## config.mk

```make
export PLATFORM = sky130hd
export DESIGN_NAME = pulse_period_tachometer_flat
export DESIGN_NICKNAME = d
export VERILOG_FILES = /design/src/hdl/tach_pkg.sv /design/src/hdl/tach_if.sv /design/src/hdl/tach_front.sv /design/src/hdl/tach_fifo.sv /design/src/hdl/tach_back.sv /design/src/hdl/pulse_period_tachometer.sv /design/src/flat_wrapper.sv
export SDC_FILE = /design/constraint.sdc
export NUM_CORES = 1
export LEC_CHECK = 0
export CORE_UTILIZATION = 53
export CTS_CLUSTER_DIAMETER = 200
export DETAILED_ROUTE_END_ITERATION = 10
export DONT_BUFFER_PORTS = 1
export GPL_ROUTABILITY_DRIVEN = 0
export PLACE_DENSITY_LB_ADDON = 0.25
export SKIP_LAST_GASP = 1
export SYNTH_ARGS = -nofsm -noshare
export SYNTH_HDL_FRONTEND = slang
export SYNTH_SLANG_ARGS = --single-unit
export TNS_END_PERCENT = 100
```

## constraint.sdc

```tcl
create_clock -name clk -period 8.1 [get_ports clk]
set_input_delay 0.81 -clock clk [delete_from_list [all_inputs] [get_ports clk]]
set_output_delay 0.81 -clock clk [all_outputs]
set_load 0.005 [all_outputs]
```

## src/hdl/tach_pkg.sv

```systemverilog
`default_nettype none
package tach_pkg;

  localparam int unsigned TIME_W = 32;
  localparam int unsigned DATA_W = 32;
  localparam int unsigned CFG_IDX_W = 2;

  // Register indexes
  localparam logic [CFG_IDX_W-1:0] REG_MIN_PERIOD = 2'd0;
  localparam logic [CFG_IDX_W-1:0] REG_MAX_PERIOD = 2'd1;
  localparam logic [CFG_IDX_W-1:0] REG_TIMEOUT    = 2'd2;
  localparam logic [CFG_IDX_W-1:0] REG_NUMERATOR  = 2'd3;

  localparam logic [DATA_W-1:0] RST_MIN_PERIOD = 32'd33333;
  localparam logic [DATA_W-1:0] RST_MAX_PERIOD = 32'd50000;
  localparam logic [DATA_W-1:0] RST_TIMEOUT    = 32'd100000;
  localparam logic [DATA_W-1:0] RST_NUMERATOR  = 32'd120000000;

  // Input item kinds
  localparam logic KIND_EDGE   = 1'b0;
  localparam logic KIND_SAMPLE = 1'b1;

  // Commands queued from the front to the back
  localparam logic [1:0] CMD_TIMEOUT = 2'd0;
  localparam logic [1:0] CMD_HOLD    = 2'd1;
  localparam logic [1:0] CMD_DIVIDE  = 2'd2;

  localparam int unsigned Q_DEPTH = 2;
  localparam int unsigned Q_PTR_W = $clog2(Q_DEPTH);
  localparam int unsigned Q_CNT_W = $clog2(Q_DEPTH + 1);

  localparam int unsigned DIV_CNT_W = $clog2(DATA_W);

  typedef struct packed {
    logic [DATA_W-1:0] min_period;
    logic [DATA_W-1:0] max_period;
    logic [DATA_W-1:0] timeout;
    logic [DATA_W-1:0] numerator;
  } cfg_t;

  typedef struct packed {
    logic [1:0]        cmd;
    logic [TIME_W-1:0] period;
  } q_entry_t;

  typedef struct packed {
    logic     push;
    q_entry_t entry;
  } q_wr_t;

  typedef struct packed {
    logic     empty;
    logic     full;
    q_entry_t entry;
  } q_stat_t;

endpackage
`default_nettype wire

```

## src/hdl/tach_if.sv

```systemverilog
`default_nettype none
interface tach_in_if;
  logic                      valid;
  logic                      ready;
  logic                      kind;
  logic [tach_pkg::TIME_W-1:0] time_us;

  modport source (output valid, output kind, output time_us, input ready);
  modport sink (input valid, input kind, input time_us, output ready);
endinterface

interface tach_out_if;
  logic                      valid;
  logic                      ready;
  logic [tach_pkg::DATA_W-1:0] rpm;
  logic                      timed_out;

  modport source (output valid, output rpm, output timed_out, input ready);
  modport sink (input valid, input rpm, input timed_out, output ready);
endinterface
`default_nettype wire

```

## src/hdl/tach_front.sv

```systemverilog
`default_nettype none
module tach_front (
  input  wire logic            clk,
  input  wire logic            rst_n,
  tach_in_if.sink              in_ch,
  input  wire tach_pkg::cfg_t  cfg,
  input  wire logic            q_full,
  output tach_pkg::q_wr_t      q_wr
);

  logic [tach_pkg::TIME_W-1:0] prev_time_r, prev_time_nxt;
  logic                        have_prev_r, have_prev_nxt;
  logic [tach_pkg::TIME_W-1:0] valid_time_r, valid_time_nxt;
  logic                        have_valid_r, have_valid_nxt;
  logic [tach_pkg::TIME_W-1:0] valid_period_r, valid_period_nxt;

  logic                        accept;
  logic [tach_pkg::TIME_W-1:0] period;
  logic [tach_pkg::TIME_W-1:0] age;
  logic                        in_range;
  logic                        too_old;

  assign in_ch.ready = !q_full;
  assign accept      = in_ch.valid && in_ch.ready;

  // Wrapping differences
  assign period   = in_ch.time_us - prev_time_r;
  assign age      = in_ch.time_us - valid_time_r;
  assign in_range = (period >= cfg.min_period) && (period <= cfg.max_period);
  assign too_old  = !have_valid_r || (age > cfg.timeout);

  always_comb begin
    prev_time_nxt    = prev_time_r;
    have_prev_nxt    = have_prev_r;
    valid_time_nxt   = valid_time_r;
    have_valid_nxt   = have_valid_r;
    valid_period_nxt = valid_period_r;
    if (accept && (in_ch.kind == tach_pkg::KIND_EDGE)) begin
      if (have_prev_r && in_range) begin
        valid_period_nxt = period;
        valid_time_nxt   = in_ch.time_us;
        have_valid_nxt   = 1'b1;
      end
      prev_time_nxt = in_ch.time_us;
      have_prev_nxt = 1'b1;
    end
  end

  // Snapshot the decision for a sample; the back only divides, replays or reports a timeout
  always_comb begin
    q_wr.push         = accept && (in_ch.kind == tach_pkg::KIND_SAMPLE);
    q_wr.entry.period = valid_period_r;
    priority if (too_old) begin
      q_wr.entry.cmd = tach_pkg::CMD_TIMEOUT;
    end else if (valid_period_r == '0) begin
      q_wr.entry.cmd = tach_pkg::CMD_HOLD;
    end else begin
      q_wr.entry.cmd = tach_pkg::CMD_DIVIDE;
    end
  end

  always_ff @(posedge clk) begin
    if (!rst_n) begin
      have_prev_r  <= 1'b0;
      have_valid_r <= 1'b0;
    end else begin
      have_prev_r  <= have_prev_nxt;
      have_valid_r <= have_valid_nxt;
    end
    prev_time_r    <= prev_time_nxt;
    valid_time_r   <= valid_time_nxt;
    valid_period_r <= valid_period_nxt;
  end

endmodule
`default_nettype wire

```

## src/hdl/tach_fifo.sv

```systemverilog
`default_nettype none
module tach_fifo (
  input  wire logic             clk,
  input  wire logic             rst_n,
  input  wire tach_pkg::q_wr_t  q_wr,
  input  wire logic             pop,
  output tach_pkg::q_stat_t     q_stat
);

  tach_pkg::q_entry_t mem_r [tach_pkg::Q_DEPTH];

  logic [tach_pkg::Q_PTR_W-1:0] wr_ptr_r, wr_ptr_nxt;
  logic [tach_pkg::Q_PTR_W-1:0] rd_ptr_r, rd_ptr_nxt;
  logic [tach_pkg::Q_CNT_W-1:0] cnt_r, cnt_nxt;
  logic                         do_push;
  logic                         do_pop;

  assign q_stat.empty = (cnt_r == '0);
  assign q_stat.full  = (cnt_r == tach_pkg::Q_CNT_W'(tach_pkg::Q_DEPTH));
  assign q_stat.entry = mem_r[rd_ptr_r];

  assign do_push = q_wr.push && !q_stat.full;
  assign do_pop  = pop && !q_stat.empty;

  always_comb begin
    wr_ptr_nxt = wr_ptr_r;
    rd_ptr_nxt = rd_ptr_r;
    cnt_nxt    = cnt_r;
    if (do_push) begin
      wr_ptr_nxt = (wr_ptr_r == tach_pkg::Q_PTR_W'(tach_pkg::Q_DEPTH - 1)) ? '0 :
                   wr_ptr_r + 1'b1;
    end
    if (do_pop) begin
      rd_ptr_nxt = (rd_ptr_r == tach_pkg::Q_PTR_W'(tach_pkg::Q_DEPTH - 1)) ? '0 :
                   rd_ptr_r + 1'b1;
    end
    if (do_push && !do_pop) begin
      cnt_nxt = cnt_r + 1'b1;
    end else if (do_pop && !do_push) begin
      cnt_nxt = cnt_r - 1'b1;
    end
  end

  always_ff @(posedge clk) begin
    if (!rst_n) begin
      wr_ptr_r <= '0;
      rd_ptr_r <= '0;
      cnt_r    <= '0;
    end else begin
      wr_ptr_r <= wr_ptr_nxt;
      rd_ptr_r <= rd_ptr_nxt;
      cnt_r    <= cnt_nxt;
    end
  end

  always_ff @(posedge clk) begin
    if (do_push) begin
      mem_r[wr_ptr_r] <= q_wr.entry;
    end
  end

endmodule
`default_nettype wire

```

## src/hdl/tach_back.sv

```systemverilog
`default_nettype none
module tach_back (
  input  wire logic              clk,
  input  wire logic              rst_n,
  input  wire tach_pkg::q_stat_t q_stat,
  output logic                   pop,
  input  wire logic [tach_pkg::DATA_W-1:0] numerator,
  tach_out_if.source             out_ch
);

  localparam logic [1:0] S_IDLE = 2'd0;
  localparam logic [1:0] S_DIV  = 2'd1;
  localparam logic [1:0] S_DONE = 2'd2;

  localparam int unsigned W = tach_pkg::DATA_W;

  logic [1:0]                       state_r, state_nxt;
  logic [W-1:0]                     quo_r, quo_nxt;
  logic [W-1:0]                     rem_r, rem_nxt;
  logic [W-1:0]                     dvs_r, dvs_nxt;
  logic [tach_pkg::DIV_CNT_W-1:0]   cnt_r, cnt_nxt;
  logic [W-1:0]                     held_r, held_nxt;
  logic                             out_valid_r, out_valid_nxt;
  logic [W-1:0]                     out_rpm_r, out_rpm_nxt;
  logic                             out_to_r, out_to_nxt;

  logic                             slot_free;
  logic [W:0]                       trial;

  assign slot_free = !out_valid_r || out_ch.ready;

  assign out_ch.valid     = out_valid_r;
  assign out_ch.rpm       = out_rpm_r;
  assign out_ch.timed_out = out_to_r;

  // One restoring-division step per cycle
  assign trial = {rem_r, quo_r[W-1]} - {1'b0, dvs_r};

  always_comb begin
    state_nxt     = state_r;
    quo_nxt       = quo_r;
    rem_nxt       = rem_r;
    dvs_nxt       = dvs_r;
    cnt_nxt       = cnt_r;
    held_nxt      = held_r;
    out_valid_nxt = out_valid_r;
    out_rpm_nxt   = out_rpm_r;
    out_to_nxt    = out_to_r;
    pop           = 1'b0;

    if (out_valid_r && out_ch.ready) begin
      out_valid_nxt = 1'b0;
    end

    unique case (state_r)
      S_IDLE: begin
        if (!q_stat.empty) begin
          unique case (q_stat.entry.cmd)
            tach_pkg::CMD_DIVIDE: begin
              pop       = 1'b1;
              quo_nxt   = numerator;
              rem_nxt   = '0;
              dvs_nxt   = q_stat.entry.period;
              cnt_nxt   = '0;
              state_nxt = S_DIV;
            end
            tach_pkg::CMD_TIMEOUT: begin
              if (slot_free) begin
                pop           = 1'b1;
                held_nxt      = '0;
                out_valid_nxt = 1'b1;
                out_rpm_nxt   = '0;
                out_to_nxt    = 1'b1;
              end
            end
            default: begin
              // hold: replay the last speed
              if (slot_free) begin
                pop           = 1'b1;
                out_valid_nxt = 1'b1;
                out_rpm_nxt   = held_r;
                out_to_nxt    = 1'b0;
              end
            end
          endcase
        end
      end
      S_DIV: begin
        if (trial[W]) begin
          rem_nxt = {rem_r[W-2:0], quo_r[W-1]};
        end else begin
          rem_nxt = trial[W-1:0];
        end
        quo_nxt = {quo_r[W-2:0], !trial[W]};
        cnt_nxt = cnt_r + 1'b1;
        if (cnt_r == tach_pkg::DIV_CNT_W'(W - 1)) begin
          state_nxt = S_DONE;
        end
      end
      S_DONE: begin
        held_nxt = quo_r;
        if (slot_free) begin
          out_valid_nxt = 1'b1;
          out_rpm_nxt   = quo_r;
          out_to_nxt    = 1'b0;
          state_nxt     = S_IDLE;
        end
      end
      default: begin
        state_nxt = S_IDLE;
      end
    endcase
  end

  always_ff @(posedge clk) begin
    if (!rst_n) begin
      state_r     <= S_IDLE;
      out_valid_r <= 1'b0;
      held_r      <= '0;
    end else begin
      state_r     <= state_nxt;
      out_valid_r <= out_valid_nxt;
      held_r      <= held_nxt;
    end
    quo_r     <= quo_nxt;
    rem_r     <= rem_nxt;
    dvs_r     <= dvs_nxt;
    cnt_r     <= cnt_nxt;
    out_rpm_r <= out_rpm_nxt;
    out_to_r  <= out_to_nxt;
  end

endmodule
`default_nettype wire

```

## src/hdl/pulse_period_tachometer.sv

```systemverilog
// Edge items: accepted one per cycle while the queue has room, no result; the front
// updates period state at once.
// Sample items: the result is registered in the output slot for timeout or hold; when a
// divide runs it passes through load, 32 one-bit steps and output, and the back takes no
// new sample until the divide is through.
// A two-entry sample queue lets edges keep flowing while a divide is in progress, until it fills.
// Synchronous active-low reset restores register defaults and clears all edge history.
`default_nettype none
module pulse_period_tachometer (
  input  wire logic                              clk,
  input  wire logic                              rst_n,
  tach_in_if.sink                                in_ch,
  tach_out_if.source                             out_ch,
  input  wire logic                              cfg_we,
  input  wire logic [tach_pkg::CFG_IDX_W-1:0]    cfg_index,
  input  wire logic [tach_pkg::DATA_W-1:0]       cfg_data
);

  tach_pkg::cfg_t    cfg_r;
  tach_pkg::q_wr_t   q_wr;
  tach_pkg::q_stat_t q_stat;
  logic              pop;

  always_ff @(posedge clk) begin
    if (!rst_n) begin
      cfg_r.min_period <= tach_pkg::RST_MIN_PERIOD;
      cfg_r.max_period <= tach_pkg::RST_MAX_PERIOD;
      cfg_r.timeout    <= tach_pkg::RST_TIMEOUT;
      cfg_r.numerator  <= tach_pkg::RST_NUMERATOR;
    end else if (cfg_we) begin
      unique case (cfg_index)
        tach_pkg::REG_MIN_PERIOD: cfg_r.min_period <= cfg_data;
        tach_pkg::REG_MAX_PERIOD: cfg_r.max_period <= cfg_data;
        tach_pkg::REG_TIMEOUT:    cfg_r.timeout    <= cfg_data;
        tach_pkg::REG_NUMERATOR:  cfg_r.numerator  <= cfg_data;
        default: ;
      endcase
    end
  end

  tach_front u_front (
    .clk    (clk),
    .rst_n  (rst_n),
    .in_ch  (in_ch),
    .cfg    (cfg_r),
    .q_full (q_stat.full),
    .q_wr   (q_wr)
  );

  tach_fifo u_fifo (
    .clk    (clk),
    .rst_n  (rst_n),
    .q_wr   (q_wr),
    .pop    (pop),
    .q_stat (q_stat)
  );

  tach_back u_back (
    .clk       (clk),
    .rst_n     (rst_n),
    .q_stat    (q_stat),
    .pop       (pop),
    .numerator (cfg_r.numerator),
    .out_ch    (out_ch)
  );

endmodule
`default_nettype wire
```

## src/flat_wrapper.sv

```systemverilog
// flat-port wrapper written by rule: the top's interface ports become plain ports
module pulse_period_tachometer_flat 
  (clk, rst_n, cfg_we, cfg_index, cfg_data, in_ch_valid, in_ch_kind, in_ch_time_us, in_ch_ready, out_ch_valid, out_ch_rpm, out_ch_timed_out, out_ch_ready);
  tach_in_if in_ch_i ();
  tach_out_if out_ch_i ();
  input  wire logic clk;
  input  wire logic rst_n;
  input  wire logic cfg_we;
  input  wire logic [tach_pkg::CFG_IDX_W-1:0] cfg_index;
  input  wire logic [tach_pkg::DATA_W-1:0] cfg_data;
  input wire logic [$bits(in_ch_i.valid)-1:0] in_ch_valid;
  input wire logic [$bits(in_ch_i.kind)-1:0] in_ch_kind;
  input wire logic [$bits(in_ch_i.time_us)-1:0] in_ch_time_us;
  output wire logic [$bits(in_ch_i.ready)-1:0] in_ch_ready;
  output wire logic [$bits(out_ch_i.valid)-1:0] out_ch_valid;
  output wire logic [$bits(out_ch_i.rpm)-1:0] out_ch_rpm;
  output wire logic [$bits(out_ch_i.timed_out)-1:0] out_ch_timed_out;
  input wire logic [$bits(out_ch_i.ready)-1:0] out_ch_ready;
  assign in_ch_i.valid = in_ch_valid;
  assign in_ch_i.kind = in_ch_kind;
  assign in_ch_i.time_us = in_ch_time_us;
  assign in_ch_ready = in_ch_i.ready;
  assign out_ch_valid = out_ch_i.valid;
  assign out_ch_rpm = out_ch_i.rpm;
  assign out_ch_timed_out = out_ch_i.timed_out;
  assign out_ch_i.ready = out_ch_ready;
  pulse_period_tachometer u_core (.clk(clk), .rst_n(rst_n), .in_ch(in_ch_i), .out_ch(out_ch_i), .cfg_we(cfg_we), .cfg_index(cfg_index), .cfg_data(cfg_data));
endmodule
```

==> results_dict.tcl <==
set metrics [dict create \
    status "complete, no violations" \
    hp-start "in_ch_time_us[31]" \
    timing.hold.ws_ns 0.2910 \
    dp_hpwl_um 39520 \
    hold_class "input port to register" \
    core-area_mm2 0.04538 \
    synth_seq_area_share_pct 50.73 \
    ant_nets 0 \
    fmax_ghz 0.1639 \
    wl_um 55250 \
    period_share_pct 75.33 \
    largest_reg_flops 128 \
    ctsResizeCount 0 \
    clock_latency_ns 0.62 \
    vias_per_cell 5.719 \
    reg2reg_to "u_core.u_front.valid_period_r[13]" \
    synth.cell_area_mm2 0.02435 \
    antenna_cells 0 \
    r2r_start "u_core.u_front.prev_time_r[1]" \
    slowest_delay_ns 0.67 \
    tightest_slew_ns 1.271 \
    grt_use_total_pct 23.33 \
    drive_gt1_share_pct 7.188 \
    drv_cap 0 \
    endpoint_kind "register" \
    leakage_nw 10.39 \
    cts_tree "yes" \
    powerDensity_mw_per_mm2 270.5 \
    cts_buffers 50 \
    post_cts_buffers 0 \
    hold_buffers 0 \
    clockBufferDepth 3 \
    drc 0 \
    layout_common_cells "nand2_1 (393), edfxtp_1 (298), inv_1 (227), ha_1 (193), dfxtp_1 (170)" \
    synth-warning-count 0 \
    r2r_slack_ns 2.00 \
    final_util_pct 58.86 \
    synth_cell_types 80 \
    final_common_cell "nand2_1" \
    yosys_register_bits 468 \
    p_clk_share_pct 33.7 \
    grt_max_degree 171 \
    fin_skew_ns 0.03923 \
    path_cells "inv_1, ha_1, nor2b_1, o31a_1, o31ai_1, nand3_1, a41oi_2, o2111ai_1, a21oi_1, xnor2_1, ha_1, a21o_1, a21o_1, a21oi_1, nor2b_1, o21ai_0, a21oi_1, a2111oi_0, a2bb2oi_4, buf_12" \
    critPathKind "register to register" \
    yosys.area.top_type "edfxtp_1" \
    rr_worst_depth 20 \
    start_util_pct 53.65 \
    crit_buf_inv 2 \
    intPower_w 0.005025 \
    overflow 0 \
    netlist_instances 2360 \
    drtIter0Drc 1210 \
    fin_tns_setup_ns 0 \
    fp.dieW_um 216.3 \
    synth-edff-count 298 \
    worst_path_most_repeated_cell "a21oi_1" \
    grt_setup_unrepaired "false" \
    p_seq_share_pct 41.7 \
    ys_top_cells_by_area "edfxtp_1 (37%), dfxtp_1 (14%), ha_1 (9.9%)" \
    cpLargestDelayFamily "compound AO/OA/AOI/OAI gates" \
    vias 17040 \
    drt_pre_antenna_iters 5 \
    combPwrFrac_pct 24.6 \
    async_reset_ff_share_pct 0 \
    whs_endpoint "u_core.u_front.valid_time_r[31]" \
    rows 78 \
    reg_top3 "u_core.cfg_r (128), u_core.u_fifo.mem_r (68)" \
    period_minus_slack_ns 6.102 \
    antenna_found_initial 0 \
    syn_area_per_cell_um2 10.32 \
    cts_sinks 468 \
    syn2layout_area_growth_pct 9.713 \
    clk_pin_slew_worst_paths_ns 0.06 \
    htreeDepth 2 \
    hold_viol_final 0 \
    port_buffers 0 \
    finalMaxSlewViolations 0 \
    crit_slowest_cell "a2bb2oi_4" \
    whs_path_depth 0 \
    top_register "u_core.cfg_r" \
    grt_pass1_vias 16240 \
    slew_headroom_pct 15.00 \
    ir_drop_mv 0.2806 \
    cp-start-kind "register" \
    p_sw_w 0.002200 \
    n_fill_cell 3717 \
    nNetsFinal 2605 \
    io_pins 107 \
    p_sw_share_pct 30.45 \
    setup_viol 0 \
    worst-endpoint-required_ns 8.37 \
    root_buffer "clkbuf_16" \
    cp_max_fo 43 \
    detail_route.wl_per_cell_um 18.55 \
    crit_arrival_ns 6.38 \
    grt_pass1_wl_um 86570 \
    dieHeight_um 216.3 \
    synth_top_area_share_pct 36.75 \
    synth_ff_type "edfxtp_1" \
    die-area_mm2 0.04680 \
    synth_fp_nets 2628 \
]
[metal layers]
metal	vias to the layer above	wire, um	global-route usage [%]
met5	-	0	0
met4	0	1998	9.671
met3	105	2482	2.933
met2	437	25560	37.71
met1	8192	25220	31.74
li1	8303	-	-
[worst max path at each step]
| stage | start | to | slack (ns) | cells past startpoint |
|---|---|---|---|---|
| 2_1_floorplan | in_ch_time_us[0] | u_core.u_front.valid_period_r[0] | 1.43 | 22 |
| 3_3_place_gp | in_ch_time_us[0] | u_core.u_front.valid_period_r[2] | 1.63 | 23 |
| 3_5_place_dp | in_ch_time_us[0] | u_core.u_front.valid_period_r[3] | 1.53 | 23 |
| 4_1_cts | u_core.u_front.prev_time_r[1] | u_core.u_front.valid_period_r[13] | 2.06 | 20 |
| 5_1_grt | u_core.u_front.prev_time_r[0] | u_core.u_front.valid_period_r[13] | 1.70 | 22 |
| 6_report | u_core.u_front.prev_time_r[1] | u_core.u_front.valid_period_r[13] | 2.00 | 20 |
[kinds of logic after synthesis]
kind of cell    synth area share (%)
compound gates                 15.24
xor+xnor                       3.161
fa+ha+maj                      10.16
buf+inv                        5.057
flops                          50.73
mux                            2.518
simple gates                   13.13
[through the flow]
step	cells	total power [W]	setup slack, ns	cell area [um^2]
after floorplan	2360	0.004406	1.432	24350
after global placement	2885	0.004755	1.628	24920
after detailed placement	2885	0.004820	1.526	24920
after CTS	2979	0.007265	2.056	26710
after global routing	2979	0.007573	1.704	26710
final	2979	0.007224	1.998	26710
[Yosys cell counts (49+ instances only)]
cell / instances
a21boi_0: 106
ha_1: 193
nor2_1: 89
inv_1: 227
nor2b_1: 52
clkbuf_1: 78
dfxtp_1: 170
a21oi_1: 101
nand2_1: 393
a21o_1: 62
xnor2_1: 65
o21ai_0: 49
edfxtp_1: 298
[final cells by class]
class | instances | area (um^2) | share of cell area [%]
sequential | 468 | 12350 | 46.24
clock inverter | 34 | 464.2 | 1.738
inverter | 228 | 855.8 | 3.204
tap | 600 | 750.7 | 2.810
clock buffer | 60 | 1324 | 4.956
timing repair buffer | 16 | 132.6 | 0.4965
multi-input combinational | 1573 | 10830 | 40.55
[power groups by stage]
stage,combinational (W),sequential (W),clock [W]
after floorplan,0.00139,0.00301,0
after global placement,0.00170,0.00305,0
after detailed placement,0.00176,0.00306,0
after CTS,0.00177,0.00301,0.00248
after global routing,0.00197,0.00303,0.00257
final,0.00178,0.00301,0.00244
Note: power is estimated with default switching activity, not from simulation.
